### src/rtl/u8u16_pkg.sv
// ---------------------------------------------------------------------------
// u8u16_pkg
// Shared word types and byte-class constants for the UTF-8 to UTF-16 decoder.
// ---------------------------------------------------------------------------
package u8u16_pkg;

  // Input word: one UTF-8 byte plus the string-end flag.
  typedef struct packed {
    logic [7:0] data_byte;
    logic       end_of_string;
  } byte_word_t;

  // Output word: one 16-bit code unit plus flags.
  typedef struct packed {
    logic [15:0] code_unit;
    logic        has_unit;
    logic        string_done;
  } unit_word_t;

  // Decode result handed from the decode stage to the output register.
  typedef struct packed {
    logic       emit;
    unit_word_t word;
  } dec_res_t;

  localparam logic [7:0] ASCII_MAX     = 8'h7F;
  localparam logic [7:0] LEAD2_MASK    = 8'hE0;
  localparam logic [7:0] LEAD2_CODE    = 8'hC0;
  localparam logic [7:0] LEAD2_PAYLOAD = 8'h1F;
  localparam logic [7:0] LEAD3_MASK    = 8'hF0;
  localparam logic [7:0] LEAD3_CODE    = 8'hE0;
  localparam logic [7:0] LEAD3_PAYLOAD = 8'h0F;
  localparam logic [7:0] CONT_PAYLOAD  = 8'h3F;

  localparam logic [1:0] DUE_NONE = 2'd0;
  localparam logic [1:0] DUE_ONE  = 2'd1;
  localparam logic [1:0] DUE_TWO  = 2'd2;

endpackage

### src/rtl/u8u16_decode.sv
// ---------------------------------------------------------------------------
// u8u16_decode
// Sequence state and single-pass byte decode for the UTF-8 to UTF-16 decoder.
// ---------------------------------------------------------------------------
module u8u16_decode
  import u8u16_pkg::*;
(
  input  logic       clk,
  input  logic       rst,
  input  logic       advance,
  input  byte_word_t item,
  output dec_res_t   res
);

  logic [1:0]  bytes_due;
  logic [9:0]  partial_bits;
  logic [1:0]  bytes_due_next;
  logic [9:0]  partial_bits_next;
  logic [15:0] acc;
  logic        have;
  logic [15:0] unit;
  logic [7:0]  b;

  assign b   = item.data_byte;
  assign acc = {partial_bits, b[5:0] & CONT_PAYLOAD[5:0]};

  always_comb begin
    bytes_due_next    = bytes_due;
    partial_bits_next = partial_bits;
    have              = 1'b0;
    unit              = 16'h0000;

    if (bytes_due != DUE_NONE) begin
      bytes_due_next = bytes_due - 2'd1;
      if (bytes_due == DUE_ONE) begin
        unit              = acc;
        have              = 1'b1;
        partial_bits_next = 10'h000;
      end else begin
        partial_bits_next = acc[9:0];
      end
    end else if (b <= ASCII_MAX) begin
      unit = {8'h00, b};
      have = 1'b1;
    end else if ((b & LEAD2_MASK) == LEAD2_CODE) begin
      partial_bits_next = {2'b00, b & LEAD2_PAYLOAD};
      bytes_due_next    = DUE_ONE;
    end else if ((b & LEAD3_MASK) == LEAD3_CODE) begin
      partial_bits_next = {2'b00, b & LEAD3_PAYLOAD};
      bytes_due_next    = DUE_TWO;
    end
    // other lead bytes fall through and are dropped

    // end of string discards any open sequence
    if (item.end_of_string) begin
      bytes_due_next    = DUE_NONE;
      partial_bits_next = 10'h000;
    end

    res.emit                  = have | item.end_of_string;
    res.word.code_unit        = have ? unit : 16'h0000;
    res.word.has_unit         = have;
    res.word.string_done      = item.end_of_string;
  end

  always_ff @(posedge clk) begin
    if (rst) begin
      bytes_due    <= DUE_NONE;
      partial_bits <= 10'h000;
    end else if (advance) begin
      bytes_due    <= bytes_due_next;
      partial_bits <= partial_bits_next;
    end
  end

endmodule

### src/rtl/u8u16_out_reg.sv
// ---------------------------------------------------------------------------
// u8u16_out_reg
// Result register for the output channel; holds a word until it is taken.
// ---------------------------------------------------------------------------
module u8u16_out_reg
  import u8u16_pkg::*;
(
  input  logic       clk,
  input  logic       rst,
  input  logic       load,
  input  unit_word_t din,
  output logic       can_take,
  output logic       valid,
  input  logic       ready,
  output unit_word_t data
);

  // free now, or emptied at this edge by the receiver
  assign can_take = !valid || ready;

  always_ff @(posedge clk) begin
    if (rst) begin
      valid <= 1'b0;
    end else if (load) begin
      valid <= 1'b1;
    end else if (ready) begin
      valid <= 1'b0;
    end
  end

  always_ff @(posedge clk) begin
    if (load) begin
      data <= din;
    end
  end

endmodule

### src/rtl/utf8_to_utf16_decoder_top.sv
// ---------------------------------------------------------------------------
// utf8_to_utf16_decoder_top
// Streaming UTF-8 to UTF-16 decoder for the one-, two- and three-byte forms.
// ---------------------------------------------------------------------------
// Usage:
//   Input channel byte_valid/byte_ready/byte_data carries one word per
//   UTF-8 byte; end_of_string marks the last byte of a string.
//   Output channel unit_valid/unit_ready/unit_data carries one word per
//   decoded code unit; the word for a string's last byte has string_done set.
//   Bytes that only open or extend a sequence, and do not end a string, produce no output word.
// Timing:
//   One byte per cycle sustained while unit_ready holds high. An accepted
//   byte is captured in the input register, decoded out of it
//   combinationally, and its word, if any, is then loaded into the result
//   register. The only feedback loop is the 2-bit due count and 10-bit
//   partial payload, which update as each byte is decoded, so there is no
//   rate limit beyond the handshakes.
// Reset (rst, synchronous, active high):
//   Empties both registers and clears any open sequence.
// Stall:
//   When unit_ready is low with a word waiting, the byte in the input
//   register holds, whether or not it makes a word, and byte_ready drops
//   once the input register is occupied. Nothing is lost.
// ---------------------------------------------------------------------------
module utf8_to_utf16_decoder_top
  import u8u16_pkg::*;
(
  input  logic       clk,
  input  logic       rst,
  input  logic       byte_valid,
  output logic       byte_ready,
  input  byte_word_t byte_data,
  output logic       unit_valid,
  input  logic       unit_ready,
  output unit_word_t unit_data
);

  logic       in_full;
  byte_word_t in_item;
  logic       out_take;
  logic       advance;
  dec_res_t   res;

  // decode stage moves when it holds a byte and the result register is free;
  // a byte that yields no word also needs the free slot, keeping control simple
  assign advance    = in_full && out_take;
  assign byte_ready = !in_full || out_take;

  always_ff @(posedge clk) begin
    if (rst) begin
      in_full <= 1'b0;
    end else if (byte_valid && byte_ready) begin
      in_full <= 1'b1;
    end else if (advance) begin
      in_full <= 1'b0;
    end
  end

  always_ff @(posedge clk) begin
    if (byte_valid && byte_ready) begin
      in_item <= byte_data;
    end
  end

  u8u16_decode u_decode (
    .clk     (clk),
    .rst     (rst),
    .advance (advance),
    .item    (in_item),
    .res     (res)
  );

  u8u16_out_reg u_out (
    .clk      (clk),
    .rst      (rst),
    .load     (advance && res.emit),
    .din      (res.word),
    .can_take (out_take),
    .valid    (unit_valid),
    .ready    (unit_ready),
    .data     (unit_data)
  );

  // every delivered word carries a unit or closes a string
  a_no_empty_word: assert property (@(posedge clk) disable iff (rst)
    unit_valid |-> (unit_data.has_unit || unit_data.string_done))
    else $error("output word with neither unit nor string end");

  // a word without a unit has a zero code unit
  a_zero_when_empty: assert property (@(posedge clk) disable iff (rst)
    (unit_valid && !unit_data.has_unit) |-> (unit_data.code_unit == 16'h0000))
    else $error("code unit nonzero without has_unit");

  // input side never blocks while the decode stage can drain
  a_ready_when_free: assert property (@(posedge clk) disable iff (rst)
    (!in_full || !unit_valid) |-> byte_ready)
    else $error("byte_ready low with room available");

  // a held byte with a free output register is decoded at this edge
  a_drain: assert property (@(posedge clk) disable iff (rst)
    (in_full && !unit_valid && !byte_valid) |=> !in_full)
    else $error("input register did not drain");

endmodule
### config.mk
export PLATFORM = sky130hd
export DESIGN_NAME = utf8_to_utf16_decoder_top
export DESIGN_NICKNAME = d
export VERILOG_FILES = /design/src/rtl/u8u16_pkg.sv /design/src/rtl/u8u16_decode.sv /design/src/rtl/u8u16_out_reg.sv /design/src/rtl/utf8_to_utf16_decoder_top.sv
export SDC_FILE = /design/constraint.sdc
export NUM_CORES = 1
export LEC_CHECK = 0
export ABC_AREA = 1
export BUFFER_PORTS_ARGS = -buffer_cell sky130_fd_sc_hd__buf_2
export CAP_MARGIN = 15
export CORE_UTILIZATION = 53
export CTS_CLUSTER_DIAMETER = 80
export DETAILED_ROUTE_END_ITERATION = 12
export GPL_ROUTABILITY_DRIVEN = 0
export PLACE_DENSITY = 0.77
export SLEW_MARGIN = 20
export SYNTH_ARGS = -nofsm -noshare
export SYNTH_HDL_FRONTEND = slang
export SYNTH_SLANG_ARGS = --single-unit
export TNS_END_PERCENT = 30
### constraint.sdc
create_clock -name clk -period 1.9 [get_ports clk]
set_input_delay 0.38 -clock clk [delete_from_list [all_inputs] [get_ports clk]]
set_output_delay 0.38 -clock clk [all_outputs]
set_load 0.05 [all_outputs]
==> flow_summary_export.csv, run 1 <==
group,metric,value,unit
placed_design,port_buffers,32,
floorplan,total_die_area,3390,um2
floorplan,fp.dieW,58.2,um
setup_path,rrSetupSlack,0.29,ns
grt,grt_overflow_total,0,
setup_path,slowest_stage,"sky130_fd_sc_hd__dfxtp_1",
layout,finish.net_count,220,
synthesis,synth_edf_count,27,
synthesis,post_synth_inst_count,169,
layout,finalCoreUtilization,63.8,%
layout,layout-drive-gt1-share,23.6,%
detailed_routing,drt-wirelength-per-cell,12.2,um
floorplan,placement_rows,20,
clock_network,cts_buffer_depth,2,
sta,achievable_clock_frequency,620,MHz
clock_network,ctsRootBufferMaster,"sky130_fd_sc_hd__clkbuf_4",
setup_path,timing.critical_path.required,1.96,ns
synthesis,ys_top_cells_by_area,"sky130_fd_sc_hd__edfxtp_1 48%, sky130_fd_sc_hd__dfxtp_1 17%, sky130_fd_sc_hd__nand2_1 6.5%",
status,status,"completed",
clock_network,cts_sinks,41,
sta,final-max-slew-violation-count,0,
grt,grt_start_max_net_pins,22,
synthesis,ys.flop_type,"sky130_fd_sc_hd__edfxtp_1",
sta,timing.final.hold_violations,0,
synthesis,ys_async_sr_fraction,0,%
floorplan,io_pins,33,
clock_network,numCtsBuffers,5,
synthesis,synth.cell_area,1670,um2
synthesis,seq_area_frac_synth,65.2,%
synthesis,ys_warns,0,
setup_path,timing.critical_path.cells,"inv_1 > nor2_4 > inv_2 > nand2_1 > o21ai_1 > inv_1 > buf_4",
synthesis,synth.net_count,182,
setup_path,worst-path-buf-inv,4,
setup_path,worst_r2r_startpoint,"u_decode.bytes_due[0]$_SDFFE_PP0P_",
clock_network,cts_tree,"yes",
placed_design,dp.final_hpwl,2190,um
detailed_routing,via_count,1257,
sta,worst_pin_slew,0.358,ns
job,cap_viol_max_count,0,
setup_path,path_delay_family,"buffers and inverters",
synthesis,postSynthRegisterBits,41,
clock_network,cts_post_setup_buffers_inserted,0,
sta,tightest_slew_margin_relative_to_the_limit,75.8,%
clock_network,clkTransAtPathRegs,0.11,ns
detailed_routing,drt_pre_antenna_iters,4,
worst_hold_path,instance_count_along_the_most_critical_hold_path,1,
setup_path,critPathLaunchType,"flip-flop",
power,cell_area_power_density,844,nW/um2
sta,holdWs,0.193,ns
sta,finalSetupViolCount,0,
sta,finClkSkew,0.00478,ns
synthesis,synth_cell_types,20,
grt,groute.usage.overall,20.6,%
synthesis,synth_top_area_cell,"sky130_fd_sc_hd__edfxtp_1",
sta,tns_setup,0,ns
detailed_routing,finalWirelength,3080,um
placed_design,placedInstanceArea,1880,um2
setup_path,timing.reg2reg.worst_path_depth,7,
floorplan,die_height,58.2,um
worst_hold_path,hold_path_class,"input pin to flip-flop",
sta,timing.final.crit_period,1.61,ns
setup_path,timing.critical_path.slowest_cell_delay,0.43,ns
clock_network,cts_resized,0,
detailed_routing,dr.first_iter.drc_count,79,
power,vdd_ir_drop_max,518,uV
synthesis,synth_largest_type_area_fraction,48.4,%
grt,grt_first_pass_wirelength,4910,um
setup_path,criticalPathCategory,"flip-flop to flip-flop",
setup_path,r2r_end,"u_out.data[2]$_SDFFCE_PN0P_",
setup_path,critPathMaxFanout,18,
detailed_routing,drc,0,
sta,unrepaired_setup_endpoints_after_global_routing,"no",
worst_hold_path,hold_end,"in_item[6]$_DFFE_PP_",
grt,grt_antenna_before_repair,0,
synthesis,post_synth_most_frequent_cells,"29 x sky130_fd_sc_hd__nand2_1, 29 x sky130_fd_sc_hd__nor2_1, 27 x sky130_fd_sc_hd__edfxtp_1, 27 x sky130_fd_sc_hd__inv_1, 14 x sky130_fd_sc_hd__dfxtp_1",
setup_path,timing.critical_path.mode_cell,"sky130_fd_sc_hd__inv_1",
detailed_routing,vias_per_cell,4.99,
detailed_routing,ant_nets,0,
power,power.leakage,0.809,nW
worst_hold_path,timing.hold.worst.start,"byte_data[6]",
layout,diodes,0,
grt,vias_in_the_first_global_route,1139,
setup_path,setup.worst_path.end_class,"flip-flop",
setup_path,data_arrival_time_of_the_critical_path,1.67,ns
sta,layout_worst_path_cycle_share,84.9,%
synthesis,post_synth.cell_area_avg,9.91,um2
clock_network,cts-hold-fix-buffers,0,
layout,final_area,1930,um2
floorplan,core_area,3030,um2
floorplan,initial_utilization,55.3,%
clock_network,clkLatencyLatePin,0.35,ns
clock_network,cts_max_level,2,
layout,area_delta_synth_final,15.5,%
-- power breakdown --
part	total [W]	switching, W	leakage (nW)	internal (W)
sequential	0.00102	0.0000238	0.376	0.000995
combinational	0.000220	0.000161	0.403	0.0000590
clock	0.000393	0.000259	0.0300	0.000134
-- state kept, by name (all words and copies together), names as in the netlist --
name / flops
in_full: 1
u_out.data: 18
u_decode.partial_bits: 10
u_out.valid: 1
in_item: 9
u_decode.bytes_due: 2
-- metal layers --
| metal | global-route usage [%] | share of wire, % | vias up |
|---|---|---|---|
| met5 | 0 | 0 | - |
| met4 | 14.3 | 3.5 | 0 |
| met3 | 7.37 | 6.2 | 14 |
| met2 | 31.9 | 47 | 60 |
| met1 | 23.8 | 43 | 564 |
| li1 | - | - | 619 |
-- per-stage QoR --
step | setup slack, ns | cells | total power, W
2_1_floorplan | 0.0351 | 169 | 0.00120
3_3_place_gp | 0.434 | 244 | 0.00125
4_1_cts | 0.313 | 252 | 0.00165
3_5_place_dp | 0.325 | 244 | 0.00126
5_1_grt | 0.227 | 252 | 0.00171
6_report | 0.287 | 252 | 0.00163
-- worst max path at each step --
| stage | start | end | cells past startpoint |
|---|---|---|---|
| global route | u_decode.bytes_due[0]$_SDFFE_PP0P_ | u_out.data[14]$_SDFFCE_PN0P_ | 7 |
| detailed placement | u_decode.bytes_due[0]$_SDFFE_PP0P_ | u_out.data[5]$_SDFFCE_PN0P_ | 7 |
| finish | u_decode.bytes_due[0]$_SDFFE_PP0P_ | u_out.data[2]$_SDFFCE_PN0P_ | 7 |
| global placement | u_decode.bytes_due[0]$_SDFFE_PP0P_ | u_out.data[7]$_SDFFCE_PN0P_ | 7 |
| floorplan | u_out.valid$_SDFFE_PP0P_ | in_item[0]$_DFFE_PP_ | 3 |
| CTS | u_decode.bytes_due[0]$_SDFFE_PP0P_ | u_out.data[17]$_SDFFCE_PN0P_ | 7 |
-- layout make-up --
| cell class | count | area, um2 |
|---|---|---|
| Clock inverter | 3 | 12.5 |
| Fill cell | 243 | 1090 |
| Timing Repair Buffer | 34 | 175 |
| Tap cell | 44 | 55.1 |
| Inverter | 29 | 109 |
| Sequential cell | 41 | 1090 |
| Multi-Input combinational cell | 96 | 453 |
| Clock buffer | 5 | 37.5 |
-- worst reg2reg max path, stage by stage (launching register included) --
cell	delay (ns)
sky130_fd_sc_hd__dfxtp_1	0.43
sky130_fd_sc_hd__inv_1	0.13
sky130_fd_sc_hd__nor2_4	0.13
sky130_fd_sc_hd__inv_2	0.10
sky130_fd_sc_hd__nand2_1	0.10
sky130_fd_sc_hd__o21ai_1	0.10
sky130_fd_sc_hd__inv_1	0.07
sky130_fd_sc_hd__buf_4	0.24
-- cells in the final DEF, fill, tap and decap left out, drive strengths merged, types with 2 or more instances in the layout --
cell    count
nand3      13
nand2      30
edfxtp     27
clkinv      3
clkbuf      5
dfxtp      14
nand4       2
buf        34
a21oi      13
inv        29
o21ai       2
nor2       33
-- kinds of logic (layout without fill, tap and decap cells) --
kind of cell | Yosys count | in the layout | synth area share, %
AO/OA/AOI/OAI | 17 | 17 | 5.75
buffers and inverters | 32 | 71 | 7.77
AND/OR/NAND/NOR | 79 | 79 | 21.3
flip-flops | 41 | 41 | 65.2
Power figures use the tool's default switching activity.
==> run 2: changes to the inputs <==
==> constraint.sdc (replaced) <==
create_clock -name clk -period 1.6 [get_ports clk]
set_input_delay 0.32 -clock clk [delete_from_list [all_inputs] [get_ports clk]]
set_output_delay 0.32 -clock clk [all_outputs]
set_load 0.05 [all_outputs]
==> run 2 against run 1 <==
Compared with the run above:
- count of clock-buffer cells in the layout unchanged
- critical path depth decreased by 1
- global-route usage decreased by 1.1 points
- cell area increased by 2.3%
- via count decreased by 4.5%
- combinational power increased by 17%
- sequential cell count unchanged
- register-to-register slack got worse by 0.16 ns
- setup slack got worse by 0.16 ns
- die area unchanged
- clock skew increased by 0.012 ns
- sequential power increased by 19%
- critical endpoint is now u_out.data[8]$_SDFFCE_PN0P_
- highest routed layer unchanged
==> flow_summary_export.csv, run 2 (same netlist as run 1, synthesis figures left out) <==
group,metric,value,unit
status,status,"completed",
floorplan,io_pins,33,
floorplan,initial_utilization,55.3,%
job,cap_viol_max_count,0,
worst_hold_path,hold_path_class,"input pin to flip-flop",
clock_network,ctsRootBufferMaster,"sky130_fd_sc_hd__clkbuf_4",
layout,layout-drive-gt1-share,25.8,%
layout,finish.net_count,221,
setup_path,data_arrival_time_of_the_critical_path,1.51,ns
detailed_routing,drc,0,
power,power.leakage,0.820,nW
setup_path,slowest_stage,"sky130_fd_sc_hd__dfxtp_1",
layout,count_of_placed_standard_cells_in_the_final_layout_fillers_left_out,253,
placed_design,place_inst,245,
grt,grt_antenna_before_repair,0,
sta,layout_worst_path_cycle_share,92.1,%
floorplan,die_height,58.2,um
sta,timing.final.crit_period,1.47,ns
floorplan,placement_rows,20,
grt,grt_overflow_total,0,
clock_network,cts_resized,0,
detailed_routing,finalWirelength,2800,um
sta,tns_setup,0,ns
setup_path,worst-path-buf-inv,3,
layout,final_area,1980,um2
sta,worst_pin_slew,0.347,ns
sta,holdWs,0.133,ns
grt,vias_in_the_first_global_route,1068,
layout,biggestRegsByFlops,"u_out.data x18, u_decode.partial_bits x10, in_item x9",
setup_path,critPathLaunchType,"flip-flop",
placed_design,dp.final_hpwl,2050,um
sta,tightest_slew_margin_relative_to_the_limit,76.8,%
clock_network,cts_max_level,2,
sta,finalSetupViolCount,0,
clock_network,cts_tree,"yes",
detailed_routing,dr.first_iter.drc_count,54,
clock_network,clkTransAtPathRegs,0.13,ns
layout,top_register,"u_out.data",
setup_path,setup.worst_path.end_class,"flip-flop",
sta,unrepaired_setup_endpoints_after_global_routing,"no",
detailed_routing,via_count,1201,
detailed_routing,drt-wirelength-per-cell,11.1,um
layout,diodes,0,
setup_path,timing.critical_path.required,1.63,ns
sta,final-max-slew-violation-count,0,
placed_design,dp_worst_setup_slack,0.0308,ns
setup_path,criticalPathCategory,"flip-flop to flip-flop",
layout,leading_cell_type_in_the_layout_fill_and_taps_excluded,"sky130_fd_sc_hd__buf_2",
placed_design,port_buffers,32,
detailed_routing,vias_per_cell,4.75,
placed_design,placedInstanceArea,1900,um2
clock_network,cts-hold-fix-buffers,0,
detailed_routing,ant_nets,0,
setup_path,critPathMaxFanout,18,
clock_network,numCtsBuffers,5,
setup_path,timing.critical_path.slowest_cell_delay,0.41,ns
clock_network,cts_post_setup_buffers_inserted,0,
layout,max_reg_flops,18,
setup_path,timing.critical_path.cells,"inv_1 > nor2_4 > inv_2 > nand2_1 > o21ai_1 > inv_4",
sta,timing.final.hold_violations,0,
layout,area_delta_synth_final,18.2,%
clock_network,cts_sinks,41,
floorplan,core_area,3030,um2
clock_network,cts_buffer_depth,2,
clock_network,clkLatencyLatePin,0.35,ns
detailed_routing,drt_pre_antenna_iters,4,
floorplan,total_die_area,3390,um2
layout,layout_common_cells,"32 x sky130_fd_sc_hd__buf_2, 29 x sky130_fd_sc_hd__nand2_1, 29 x sky130_fd_sc_hd__nor2_1",
grt,groute.usage.overall,19.4,%
power,vdd_ir_drop_max,783,uV
floorplan,fp.dieW,58.2,um
sta,fin_ws,0.127,ns
grt,grt_first_pass_wirelength,4690,um
grt,grt_start_max_net_pins,22,
power,cell_area_power_density,1070,nW/um2
sta,finClkSkew,0.0171,ns
setup_path,path_delay_family,"flip-flops",
sta,achievable_clock_frequency,679,MHz
layout,final.fill_count,248,
## run 2: worst reg2reg max path: cells and delay by family (launching register included)
family | cells | cell delay (ns)
AOI/OAI and AO/OA | 1 | 0.13
buffers and inverters | 3 | 0.39
DFF | 1 | 0.41
and+or+nand+nor | 2 | 0.24
## run 2: metal layers
layer  global-route usage (%)  part of all wire [%]
met1                     23.0                    44
met2                     32.3                    50
met3                     6.70                   4.4
met4                     8.16                   1.6
met5                        0                     0
## run 2: worst paths after layout
check	slack, ns	startpoint	end	cells past startpoint
max	0.13	u_decode.bytes_due[0]$_SDFFE_PP0P_	u_out.data[8]$_SDFFCE_PN0P_	6
min	0.13	byte_data[3]	in_item[3]$_DFFE_PP_	1
max reg2reg	0.13	u_decode.bytes_due[0]$_SDFFE_PP0P_	u_out.data[8]$_SDFFCE_PN0P_	6
min reg2reg	0.47	u_decode.partial_bits[4]$_SDFFE_PP0P_	u_decode.partial_bits[4]$_SDFFE_PP0P_	2
## run 2: layout make-up
cell class / count / area (um2) / area share (%)
inverters: 29 / 111 / 5.63
well taps: 44 / 55.1 / 2.78
clock inverters: 3 / 41.3 / 2.09
repair buffers: 35 / 183 / 9.23
multi-input cells: 96 / 458 / 23.1
clock buffers: 5 / 37.5 / 1.90
flip-flops and latches: 41 / 1090 / 55.2
## run 2: where the power goes
| part | total [W] | leakage (nW) | switching (W) | internal [W] |
|---|---|---|---|---|
| clock | 0.000648 | 0.0389 | 0.000324 | 0.000324 |
| combinational | 0.000258 | 0.404 | 0.000187 | 0.0000712 |
| sequential | 0.00121 | 0.377 | 0.0000271 | 0.00118 |
## run 2: stage by stage
| step | utilization (%) | power (W) |
|---|---|---|
| 2_1_floorplan | - | 0.00143 |
| 4_1_cts | 65.2 | 0.00214 |
| 6_report | 65.3 | 0.00212 |
| 5_1_grt | 65.3 | 0.00220 |
| 3_5_place_dp | 62.6 | 0.00149 |
| 3_3_place_gp | 62.6 | 0.00148 |
